==> src/rtl/assert_macros.svh <==
// Assertion macros for the files that check their own logic.
`ifndef ASSERT_MACROS_SVH
`define ASSERT_MACROS_SVH

// The consequent must hold in the same cycle as the antecedent.
`define ASSERT_IMPLY(label, clk, rst_n, ante, cons) \
    label: assert property (@(posedge clk) disable iff (!(rst_n)) (ante) |-> (cons)) \
        else $error("assertion failed: implication");

// The condition must never hold outside reset.
`define ASSERT_NEVER(label, clk, rst_n, cond) \
    label: assert property (@(posedge clk) disable iff (!(rst_n)) !(cond)) \
        else $error("assertion failed: forbidden condition");

`endif

==> src/rtl/dtfd_pkg.sv <==
package dtfd_pkg;

    localparam int RAW_W      = 20;
    localparam int TAG_W      = 2;
    localparam int STATUS_W   = 2;
    localparam int KIND_W     = 3;
    localparam int READING_W  = 26;
    localparam int POLE_W     = 6;
    localparam int SHIFTED_W  = 16;
    localparam int PERIOD_W   = 22;
    localparam int DIV_STEPS  = 13;
    localparam int STEP_CNT_W = 4;

    localparam logic [READING_W-1:0] RPM_NUMERATOR = 26'd60000000;
    localparam logic [POLE_W-1:0]    POLE_RESET    = 6'd7;

    localparam logic [STATUS_W-1:0] STATUS_OK       = 2'd0;
    localparam logic [STATUS_W-1:0] STATUS_CHECKSUM = 2'd1;
    localparam logic [STATUS_W-1:0] STATUS_ZERO     = 2'd2;

    localparam logic [KIND_W-1:0] KIND_RPM     = 3'd0;
    localparam logic [KIND_W-1:0] KIND_TEMP    = 3'd1;
    localparam logic [KIND_W-1:0] KIND_VOLTAGE = 3'd2;
    localparam logic [KIND_W-1:0] KIND_CURRENT = 3'd3;
    localparam logic [KIND_W-1:0] KIND_OTHER   = 3'd4;

    localparam logic [3:0] TYPE_TEMP    = 4'h2;
    localparam logic [3:0] TYPE_VOLTAGE = 4'h4;
    localparam logic [3:0] TYPE_CURRENT = 4'h6;

    localparam logic [3:0] GCR_NIBBLE [32] = '{
        4'h0, 4'h0, 4'h0, 4'h0, 4'h0, 4'h0, 4'h0, 4'h0,
        4'h0, 4'h9, 4'hA, 4'hB, 4'h0, 4'hD, 4'hE, 4'hF,
        4'h0, 4'h0, 4'h2, 4'h3, 4'h0, 4'h5, 4'h6, 4'h7,
        4'h0, 4'h0, 4'h8, 4'h1, 4'h0, 4'h4, 4'hC, 4'h0
    };

    typedef struct packed {
        logic [RAW_W-1:0] raw_frame;
        logic [TAG_W-1:0] motor_tag;
    } t_in;

    typedef struct packed {
        logic [TAG_W-1:0]     motor_out;
        logic [STATUS_W-1:0]  status;
        logic [KIND_W-1:0]    kind;
        logic [READING_W-1:0] reading;
    } t_out;

    typedef struct packed {
        logic [TAG_W-1:0]    tag;
        logic [STATUS_W-1:0] status;
        logic [KIND_W-1:0]   kind;
        logic                needs_div;
        logic [PERIOD_W-1:0] value;
    } t_job;

    typedef struct packed {
        logic full;
        logic empty;
    } t_q_stat;

    typedef enum logic {
        ST_IDLE,
        ST_DIV
    } t_back_state;

endpackage

==> src/rtl/dtfd_front.sv <==
module dtfd_front
    import dtfd_pkg::*;
(
    input  logic              i_clk,
    input  logic              i_rst_n,
    input  logic              i_start,
    input  t_in               i_item,
    input  logic [POLE_W-1:0] i_pole_pairs,
    input  t_q_stat           i_q_stat,
    output logic              o_busy,
    output logic              o_push,
    output t_job              o_job
);

    logic r_valid;
    logic n_valid;
    t_in  r_item;

    logic                 accept;
    logic [RAW_W-1:0]     gcr;
    logic [15:0]          word;
    logic [3:0]           crc;
    logic [11:0]          payload;
    logic [3:0]           calc;
    logic [SHIFTED_W-1:0] shifted;
    logic [PERIOD_W-1:0]  period;

    assign o_busy = r_valid && i_q_stat.full;
    assign o_push = r_valid && !i_q_stat.full;
    assign accept = i_start && !o_busy;

    always_comb begin
        n_valid = r_valid;
        if (accept) begin
            n_valid = 1'b1;
        end else if (o_push) begin
            n_valid = 1'b0;
        end
    end

    always_ff @(posedge i_clk) begin
        if (!i_rst_n) begin
            r_valid <= 1'b0;
        end else begin
            r_valid <= n_valid;
        end
    end

    always_ff @(posedge i_clk) begin
        if (accept) begin
            r_item <= i_item;
        end
    end

    always_comb begin
        gcr = r_item.raw_frame ^ (r_item.raw_frame >> 1);
        for (int g = 0; g < 4; g++) begin
            word[g*4 +: 4] = GCR_NIBBLE[gcr[g*5 +: 5]];
        end
        crc     = word[3:0];
        payload = word[15:4];
        calc    = ~(payload[3:0] ^ payload[7:4] ^ payload[11:8]);
        shifted = {7'b0, payload[8:0]} << payload[11:9];
        period  = {6'b0, shifted} * {16'b0, i_pole_pairs};
    end

    always_comb begin
        o_job.tag       = r_item.motor_tag;
        o_job.status    = STATUS_OK;
        o_job.kind      = KIND_RPM;
        o_job.needs_div = 1'b0;
        o_job.value     = '0;
        if (crc != calc) begin
            o_job.status = STATUS_CHECKSUM;
        end else if (payload[8]) begin
            if (period == '0) begin
                o_job.status = STATUS_ZERO;
            end else begin
                o_job.needs_div = 1'b1;
                o_job.value     = period;
            end
        end else begin
            unique case (payload[11:8])
                TYPE_TEMP: begin
                    o_job.kind  = KIND_TEMP;
                    o_job.value = {14'b0, payload[7:0]};
                end
                TYPE_VOLTAGE: begin
                    o_job.kind  = KIND_VOLTAGE;
                    o_job.value = {14'b0, payload[7:0]};
                end
                TYPE_CURRENT: begin
                    o_job.kind  = KIND_CURRENT;
                    o_job.value = {14'b0, payload[7:0]};
                end
                default: begin
                    o_job.kind = KIND_OTHER;
                end
            endcase
        end
    end

endmodule

==> src/rtl/dtfd_queue.sv <==
module dtfd_queue
    import dtfd_pkg::*;
#(
    parameter int DEPTH = 4
) (
    input  logic    i_clk,
    input  logic    i_rst_n,
    input  logic    i_push,
    input  t_job    i_job,
    input  logic    i_pop,
    output t_job    o_job,
    output t_q_stat o_stat
);

    localparam int PTR_W = $clog2(DEPTH);
    localparam int CNT_W = $clog2(DEPTH + 1);

    t_job             r_mem [DEPTH];
    logic [PTR_W-1:0] r_wr_ptr;
    logic [PTR_W-1:0] n_wr_ptr;
    logic [PTR_W-1:0] r_rd_ptr;
    logic [PTR_W-1:0] n_rd_ptr;
    logic [CNT_W-1:0] r_count;
    logic [CNT_W-1:0] n_count;

    assign o_job        = r_mem[r_rd_ptr];
    assign o_stat.full  = (r_count == CNT_W'(DEPTH));
    assign o_stat.empty = (r_count == '0);

    always_comb begin
        n_wr_ptr = r_wr_ptr;
        n_rd_ptr = r_rd_ptr;
        n_count  = r_count;
        if (i_push) begin
            n_wr_ptr = (r_wr_ptr == PTR_W'(DEPTH - 1)) ? '0 : r_wr_ptr + 1'b1;
        end
        if (i_pop) begin
            n_rd_ptr = (r_rd_ptr == PTR_W'(DEPTH - 1)) ? '0 : r_rd_ptr + 1'b1;
        end
        if (i_push && !i_pop) begin
            n_count = r_count + 1'b1;
        end else if (i_pop && !i_push) begin
            n_count = r_count - 1'b1;
        end
    end

    always_ff @(posedge i_clk) begin
        if (!i_rst_n) begin
            r_wr_ptr <= '0;
            r_rd_ptr <= '0;
            r_count  <= '0;
        end else begin
            r_wr_ptr <= n_wr_ptr;
            r_rd_ptr <= n_rd_ptr;
            r_count  <= n_count;
        end
    end

    always_ff @(posedge i_clk) begin
        if (i_push) begin
            r_mem[r_wr_ptr] <= i_job;
        end
    end

endmodule

==> src/rtl/dtfd_back.sv <==
module dtfd_back
    import dtfd_pkg::*;
(
    input  logic    i_clk,
    input  logic    i_rst_n,
    input  t_job    i_job,
    input  t_q_stat i_q_stat,
    output logic    o_pop,
    output logic    o_result_valid,
    output t_out    o_result
);

    t_back_state r_state;
    t_back_state n_state;

    logic [STEP_CNT_W-1:0] r_cnt;
    logic [STEP_CNT_W-1:0] n_cnt;
    logic [PERIOD_W-1:0]   r_rem;
    logic [PERIOD_W-1:0]   n_rem;
    logic [PERIOD_W-1:0]   r_div;
    logic [PERIOD_W-1:0]   n_div;
    logic [READING_W-1:0]  r_num;
    logic [READING_W-1:0]  n_num;
    logic [READING_W-1:0]  r_quo;
    logic [READING_W-1:0]  n_quo;
    logic [TAG_W-1:0]      r_tag;
    logic [TAG_W-1:0]      n_tag;
    logic                  r_out_valid;
    logic                  n_out_valid;
    t_out                  r_out;
    t_out                  n_out;

    logic [PERIOD_W:0]   rem_a;
    logic [PERIOD_W:0]   rem_b;
    logic [PERIOD_W:0]   red_a;
    logic [PERIOD_W:0]   red_b;
    logic                ge_a;
    logic                ge_b;
    logic                last_step;

    assign o_result_valid = r_out_valid;
    assign o_result       = r_out;
    assign last_step      = (r_cnt == STEP_CNT_W'(DIV_STEPS - 1));

    always_comb begin
        rem_a = {r_rem, r_num[READING_W-1]};
        ge_a  = (rem_a >= {1'b0, r_div});
        red_a = ge_a ? rem_a - {1'b0, r_div} : rem_a;
        rem_b = {red_a[PERIOD_W-1:0], r_num[READING_W-2]};
        ge_b  = (rem_b >= {1'b0, r_div});
        red_b = ge_b ? rem_b - {1'b0, r_div} : rem_b;
    end

    always_comb begin
        n_state = r_state;
        unique case (r_state)
            ST_IDLE: begin
                if (!i_q_stat.empty && i_job.needs_div) begin
                    n_state = ST_DIV;
                end
            end
            ST_DIV: begin
                if (last_step) begin
                    n_state = ST_IDLE;
                end
            end
            default: begin
                n_state = ST_IDLE;
            end
        endcase
    end

    always_comb begin
        o_pop       = 1'b0;
        n_cnt       = r_cnt;
        n_rem       = r_rem;
        n_div       = r_div;
        n_num       = r_num;
        n_quo       = r_quo;
        n_tag       = r_tag;
        n_out_valid = 1'b0;
        n_out       = r_out;
        unique case (r_state)
            ST_IDLE: begin
                if (!i_q_stat.empty) begin
                    o_pop = 1'b1;
                    if (i_job.needs_div) begin
                        n_cnt = '0;
                        n_rem = '0;
                        n_div = i_job.value;
                        n_num = RPM_NUMERATOR;
                        n_quo = '0;
                        n_tag = i_job.tag;
                    end else begin
                        n_out_valid       = 1'b1;
                        n_out.motor_out   = i_job.tag;
                        n_out.status      = i_job.status;
                        n_out.kind        = i_job.kind;
                        n_out.reading     = {{(READING_W - PERIOD_W){1'b0}}, i_job.value};
                    end
                end
            end
            ST_DIV: begin
                n_cnt = r_cnt + 1'b1;
                n_rem = red_b[PERIOD_W-1:0];
                n_num = r_num << 2;
                n_quo = {r_quo[READING_W-3:0], ge_a, ge_b};
                if (last_step) begin
                    n_out_valid     = 1'b1;
                    n_out.motor_out = r_tag;
                    n_out.status    = STATUS_OK;
                    n_out.kind      = KIND_RPM;
                    n_out.reading   = n_quo;
                end
            end
            default: begin
                o_pop = 1'b0;
            end
        endcase
    end

    always_ff @(posedge i_clk) begin
        if (!i_rst_n) begin
            r_state     <= ST_IDLE;
            r_out_valid <= 1'b0;
        end else begin
            r_state     <= n_state;
            r_out_valid <= n_out_valid;
        end
    end

    always_ff @(posedge i_clk) begin
        r_cnt <= n_cnt;
        r_rem <= n_rem;
        r_div <= n_div;
        r_num <= n_num;
        r_quo <= n_quo;
        r_tag <= n_tag;
        r_out <= n_out;
    end

endmodule

==> src/rtl/dshot_telemetry_frame_decoder_unit.sv <==
// Decodes one captured telemetry frame per transaction into a tagged reading.
// A transaction is accepted at a rising edge with start high and busy low;
// i_item carries the 20-bit raw frame and the motor tag.
// Each result appears on o_result for exactly one cycle with o_result_valid
// high; the receiver cannot stall, so results are never held back.
// The user must write the pole pair register with i_cfg_we and i_cfg_wdata
// only while the block is idle; the block does not enforce this. It resets
// to seven. A front stage registers the frame, undoes the line coding, checks
// the checksum and forms the period with one small multiplier, then places a
// job in a queue of QUEUE_DEPTH entries.
// The back end emits sensor and error results one per cycle while no speed
// frame is being divided, each after the front register, the queue and the
// result register. Speed frames go through a divider that retires two
// quotient bits per cycle and takes no new job until the frame is through.
// Transactions are taken every cycle until the queue and the front stage fill,
// and busy is then raised.
// Reset empties the queue, idles the divider and drops any pending result.
`include "assert_macros.svh"

module dshot_telemetry_frame_decoder_unit
    import dtfd_pkg::*;
#(
    parameter int QUEUE_DEPTH = 4
) (
    input  logic              i_clk,
    input  logic              i_rst_n,
    input  logic              start,
    output logic              busy,
    input  t_in               i_item,
    input  logic              i_cfg_we,
    input  logic [POLE_W-1:0] i_cfg_wdata,
    output logic              o_result_valid,
    output t_out              o_result
);

    logic [POLE_W-1:0] r_pole_pairs;
    logic              push;
    logic              pop;
    t_job              front_job;
    t_job              head_job;
    t_q_stat           q_stat;
    logic              error_result;
    logic              rpm_result;

    always_ff @(posedge i_clk) begin
        if (!i_rst_n) begin
            r_pole_pairs <= POLE_RESET;
        end else if (i_cfg_we) begin
            r_pole_pairs <= i_cfg_wdata;
        end
    end

    dtfd_front u_front (
        .i_clk        (i_clk),
        .i_rst_n      (i_rst_n),
        .i_start      (start),
        .i_item       (i_item),
        .i_pole_pairs (r_pole_pairs),
        .i_q_stat     (q_stat),
        .o_busy       (busy),
        .o_push       (push),
        .o_job        (front_job)
    );

    dtfd_queue #(
        .DEPTH (QUEUE_DEPTH)
    ) u_queue (
        .i_clk   (i_clk),
        .i_rst_n (i_rst_n),
        .i_push  (push),
        .i_job   (front_job),
        .i_pop   (pop),
        .o_job   (head_job),
        .o_stat  (q_stat)
    );

    dtfd_back u_back (
        .i_clk          (i_clk),
        .i_rst_n        (i_rst_n),
        .i_job          (head_job),
        .i_q_stat       (q_stat),
        .o_pop          (pop),
        .o_result_valid (o_result_valid),
        .o_result       (o_result)
    );

    assign error_result = o_result_valid
                          && ((o_result.status != STATUS_OK) || (o_result.kind == KIND_OTHER));
    assign rpm_result   = o_result_valid
                          && (o_result.status == STATUS_OK) && (o_result.kind == KIND_RPM);

    `ASSERT_NEVER(a_queue_full_and_empty, i_clk, i_rst_n, q_stat.full && q_stat.empty)
    `ASSERT_IMPLY(a_pop_not_empty, i_clk, i_rst_n, pop, !q_stat.empty)
    `ASSERT_IMPLY(a_busy_needs_full, i_clk, i_rst_n, busy, q_stat.full)
    `ASSERT_IMPLY(a_error_reads_zero, i_clk, i_rst_n, error_result, o_result.reading == '0)
    `ASSERT_IMPLY(a_rpm_nonzero, i_clk, i_rst_n, rpm_result, o_result.reading != '0)

endmodule
==> config.mk <==
export PLATFORM = sky130hd
export DESIGN_NAME = dshot_telemetry_frame_decoder_unit
export DESIGN_NICKNAME = d
export VERILOG_FILES = /design/src/rtl/dtfd_pkg.sv /design/src/rtl/dtfd_front.sv /design/src/rtl/dtfd_queue.sv /design/src/rtl/dtfd_back.sv /design/src/rtl/dshot_telemetry_frame_decoder_unit.sv
export VERILOG_INCLUDE_DIRS = /design/src /design/src/rtl
export SDC_FILE = /design/constraint.sdc
export NUM_CORES = 1
export LEC_CHECK = 0
export BUFFER_PORTS_ARGS = -buffer_cell sky130_fd_sc_hd__buf_2
export CAP_MARGIN = 20
export CORE_MARGIN = 3
export CORE_UTILIZATION = 65
export CTS_BUF_LIST = sky130_fd_sc_hd__clkbuf_8
export DETAILED_ROUTE_END_ITERATION = 10
export PLACE_DENSITY = 0.86
export SLEW_MARGIN = 5
export SYNTH_ARGS = -nofsm -noshare
export SYNTH_HDL_FRONTEND = slang
export SYNTH_SLANG_ARGS = --single-unit
==> constraint.sdc <==
create_clock -name i_clk -period 8.5 [get_ports i_clk]
set_input_delay 0.85 -clock i_clk [delete_from_list [all_inputs] [get_ports i_clk]]
set_output_delay 0.85 -clock i_clk [all_outputs]
set_load 0.05 [all_outputs]
# Word level (Yosys, flattened, before mapping)
# Memory sizes are Yosys's and may differ from the RTL's. A register that Yosys moved wholly into a read port is not among the register bits.
# Cells that the tools add are included.
# totals
latch_bits	0
romBits	512
out_inout_bits	35
n_memories	5
ramBits	120
regBits	171
elab_cells	135
# op_classes
n_lt_le_gt_ge	6
bitwise_logic	10
n_addsub	7
eq_ne	12
reduce_logical	19
multipliers	1
muxes	55
shift	1
div_mod_pow	0
# memory_table
memory	words	width	rd	rd_clocked_by_memory_dff	wr	line_no	text
(no name shown)	32	4	1	0	0	dtfd_front.sv:58	word[g*4 +: 4] = GCR_NIBBLE[gcr[g*5 +: 5]];
(no name shown)	32	4	1	0	0	dtfd_front.sv:58	
(no name shown)	32	4	1	0	0	dtfd_front.sv:58	
(no name shown)	32	4	1	0	0	dtfd_front.sv:58	
u_queue.r_mem	4	30	1	1	1	dtfd_queue.sv:18	t_job r_mem [DEPTH];
# op_table
op	count
2-to-1 mux 22 bit	5
2-to-1 mux 33 bit	3
2-to-1 mux 26 bit	3
case mux 33 bit (2 select lines)	1
case mux 26 bit (2 select lines)	1
2-to-1 mux 24 bit	2
case mux 24 bit (2 select lines)	1
greater-or-equal comparator 23 x 22 -> 1 bit	2
case mux 22 bit (2 select lines)	1
subtractor 22 bit	2
2-to-1 mux 4 bit	10
greater-or-equal comparator 6 bit, second input constant	4
NOT 5 -> 6 bit	4
2-to-1 mux 23 bit	1
zero test 22 bit	1
multiplier 16 x 6 -> 22 bit	1
XOR 20 x 19 -> 20 bit	1
<< shifter 9 x 3 -> 16 bit	1
2-to-1 mux 2 bit	7
2-to-1 mux 1 bit	12
2-to-1 mux 3 bit	3
case mux 3 bit (3 select lines)	1
== test 4 x 3 -> 1 bit, second input constant	2
2-to-1 mux 8 bit	1
23 further kinds	41

# Logic depth before layout (Yosys ltp)
# logic_depth
depth_word	11
depth_mapped	27

# Modules after synthesis
# Synthesis repeated with hierarchy kept, for this count alone.
# unflattened
hier_cells	1502
hier_area_um2	17584.4
# modules_own_cells
module	cells_each	area_per_inst_um2	instances
dtfd_back	636	7169.4	1
dtfd_front	647	5407.7	1
dtfd_queue	200	4785.8	1
dshot_telemetry_frame_decoder_unit	19	221.5	1

# Worst setup path after synthesis
# OpenSTA, ideal clock, no wires.
# synth_path
kind	register -> register
startpoint	reg u_front.r_item[17] (netlist bit)
endpoint	mem u_queue.r_mem[0][22] (netlist bit), data pin
path_stages_with_launch	27
setup_slack_ps	2040
t_arrival_ps	6196
path_buffers	2
synth_period_minus_slack_ps	6460
path_cell_list	edfxtp_1 buf_2 xnor2_1 ha_1 nand2b_1 o32a_1 clkbuf_1 mux2_2 nand2_1 o21ai_0 mux2_2 and2_1 fa_1 inv_1 fa_1 fa_1 inv_1 ha_1 o21a_1 o21a_1 a41oi_1 o2bb2ai_1 o31ai_1 a31o_2 nor4_1 nand4_1 and2_1
# synth_lines
item	line_no	text
start: declaration	dtfd_front.sv:17	t_in r_item;
start signal: assignment	dtfd_front.sv:51	r_item <= i_item;
end: declaration	dtfd_queue.sv:18	

==> impl_metrics.toml <==
[place]
gp_congestion = 0.915
io_buffers = 66
pre_cts_ws_ps = 1270
hpwl_um = 25100

[detailed_routing]
totalWireLength_um = 35100
drcViolationCount = 0
via_per_inst = 6.09
drt-initial-drc-count = 921
drt-pass1-iter-count = 6
num_vias = 11672
antenna_left = 0
wl_per_cell_um = 18.3

[synth]
syn_area_mm2 = 0.0173
synth_top_family_by_area = "simple AND/OR/NAND/NOR gates"
synth.avg_cell_area_um2 = 11.7
synthesis.nets = 1661
synth_compound_area_share_pct = 10.4
synth.distinct_cells = 79
yosys.area.top_type = "edfxtp_1"
synthTopCellsByArea = "edfxtp_1 (46%), fa_1 (7.0%), ha_1 (6.5%)"
ys.warnings.count = 0
synth_xor_area_share_pct = 3.58
synth-edff-count = 266
synth.area.mux_share_pct = 6.68
synthSimpleGateAreaFrac_pct = 13.9
ys.flop_type = "edfxtp_1"
syn_inst = 1479
ys_seq_elements = 284
ys_seq_area_share_pct = 48.3
synth_fa_ha_area_share_pct = 13.5
yosysTopAreaCellShare_pct = 46.2
synthArstFlopShare_pct = 0

[floorplan]
fp.dieH_um = 169
row_count = 59
dieArea_mm2 = 0.0286
start_util_pct = 66.3
ioPinCount = 67
fp.coreArea_mm2 = 0.0261
dieWidth_um = 169

[global_routing]
grt_pass1_vias = 11789
grt_use_total_pct = 25.1
grt_max_degree = 69
grt_overflow = 0
grt_pass1_wl_um = 58300
antenna_found_initial = 0

[timing]
fin_ws_ps = 1070
setup_viol = 0
fmax_ghz = 0.135
slew_viol_final = 0
rsz0062_at_grt = "false"
worst_pin_slew_ps = 934
finalClockSkew_ps = 22.5
hold_violations = 0
period_minus_slack_ps = 7430
tns_ps = 0
fin_crit_sh_pct = 87.4
timing.slew.headroom_pct = 37.7

[cells_and_area]
drive_above_1_share_pct = 12.4
area_delta_synth_final_pct = 8.76
diodes = 0
nFillCells = 1691
fin_nets = 1734
final_util_pct = 72.1
final_cell_mix = "edfxtp_1 (266), nand2_1 (133), inv_1 (114)"
final_common_cell = "edfxtp_1"

[clock_network]
cts_setup_buffers = 0
root_buffer = "clkbuf_8"
cts_buffers = 44
cts_htree_levels = 2
cts_resized = 0
clkLatencyLatePin_ps = 550
ctsHoldBuffers = 0
cts_buffer_depth = 3
cts_tree = "built"
cts.sinks = 284
cts.clk_slew.worst_paths_ps = 60

[setup_path]
worstSetupStartpointType = "flip-flop"
cp.arrival_ps = 7700
cp_max_fo = 20
timing.setup.critical_path_class = "reg -> reg"
end_kind = "flip-flop"
cp.required_ps = 8770

[worst_hold_path]
min-delay-path-class = "in -> reg"

[run]
drv_cap = 0

[run_status]
status = "complete, no violations"
-- critical path, stage by stage (launching register included) --
cell       delay (ps)
edfxtp_1          570
xnor2_1           390
ha_1              210
nand2b_1          150
o32a_1            630
mux2i_1           200
nor2_1            120
a21oi_1            80
o21ai_0           530
nand2_1           150
fa_1              570
fa_1              450
fa_1              540
inv_1              40
ha_1              340
o21ai_0           330
o21ai_0           200
a41oi_1           450
o2bb2ai_1         240
o31ai_1           130
a31o_2            230
nor4_1            240
nand4_1           140
and2_1            220
-- kinds of logic after synthesis --
family                   Yosys count
flip-flops                       284
adder cells (fa/ha/maj)          150
AO/OA/AOI/OAI                    272
multiplexers                      76
XOR/XNOR                          69
AND/OR/NAND/NOR                  467
buffers and inverters            161
-- stage by stage --
| step | cell area [um^2] | hold WS, ps | std cells |
|---|---|---|---|
| final | 18800 | 485 | 1918 |
| after global routing | 18800 | 445 | 1918 |
| after CTS | 18800 | 453 | 1917 |
| after detailed placement | 17900 | 492 | 1840 |
| after global placement | 17900 | 489 | 1839 |
| after floorplan | 17300 | 459 | 1479 |
-- final timing paths --
path,startpoint,to,slack (ps),cells after the start
max,u_front.r_item[17]$_DFFE_PP_,u_queue.r_mem[1][22]$_DFFE_PP_,1070,23
min,i_item[4],u_front.r_item[4]$_DFFE_PP_,490,1
max reg2reg,u_front.r_item[17]$_DFFE_PP_,u_queue.r_mem[1][22]$_DFFE_PP_,1070,23
min reg2reg,u_back.r_num[15]$_SDFFCE_PN1P_,u_back.r_num[17]$_SDFFCE_PN1P_,510,1
-- per-layer routing --
layer	global-route usage [%]	part of all wire (%)
met1	32.9	42
met2	43.2	50
met3	3.15	5.3
met4	10.1	3.4
met5	0	0
-- cells in the mapped netlist, types with 9 or more instances --
library cell / count
edfxtp_1: 266
nand2_1: 134
inv_1: 106
and2_1: 96
ha_1: 90
nor2_1: 77
a21oi_1: 67
fa_1: 60
o21ai_0: 60
xnor2_1: 44
clkbuf_1: 39
a21o_1: 36
mux2i_1: 34
nor2b_1: 34
mux4_2: 30
nand2b_1: 30
nor3_1: 24
xor2_1: 24
dfxtp_1: 18
nand3_1: 17
and3_1: 13
o21a_1: 12
mux2_2: 11
nand4_1: 11
o211ai_1: 9
-- state kept, by name, summed over array words and instances (netlist names), named ones only --
register	count
u_back.r_state	1
u_queue.r_count	3
u_back.r_cnt	4
u_back.r_num	17
u_back.o_result_valid	1
u_back.r_rem	22
u_back.r_tag	2
u_front.o_job	2
u_queue.r_wr_ptr	2
u_back.r_div	22
r_pole_pairs	6
u_back.o_result	33
u_queue.r_mem	120
u_queue.r_rd_ptr	2
u_front.r_valid	1
u_back.r_quo	24
u_front.r_item	20
-- area by class of cell --
type / instances / area [um^2] / share of cell area [%]
clock buffers: 46 / 633 / 3.37
clock inverters: 31 / 215 / 1.15
inverters: 107 / 402 / 2.14
multi-input cells: 1034 / 8310 / 44.2
flip-flops and latches: 284 / 8350 / 44.4
well taps: 335 / 419 / 2.23
repair buffers: 81 / 463 / 2.46
Power is not shown: default switching activity piles up to over one toggle a cycle in this logic, so the estimate is an artifact.
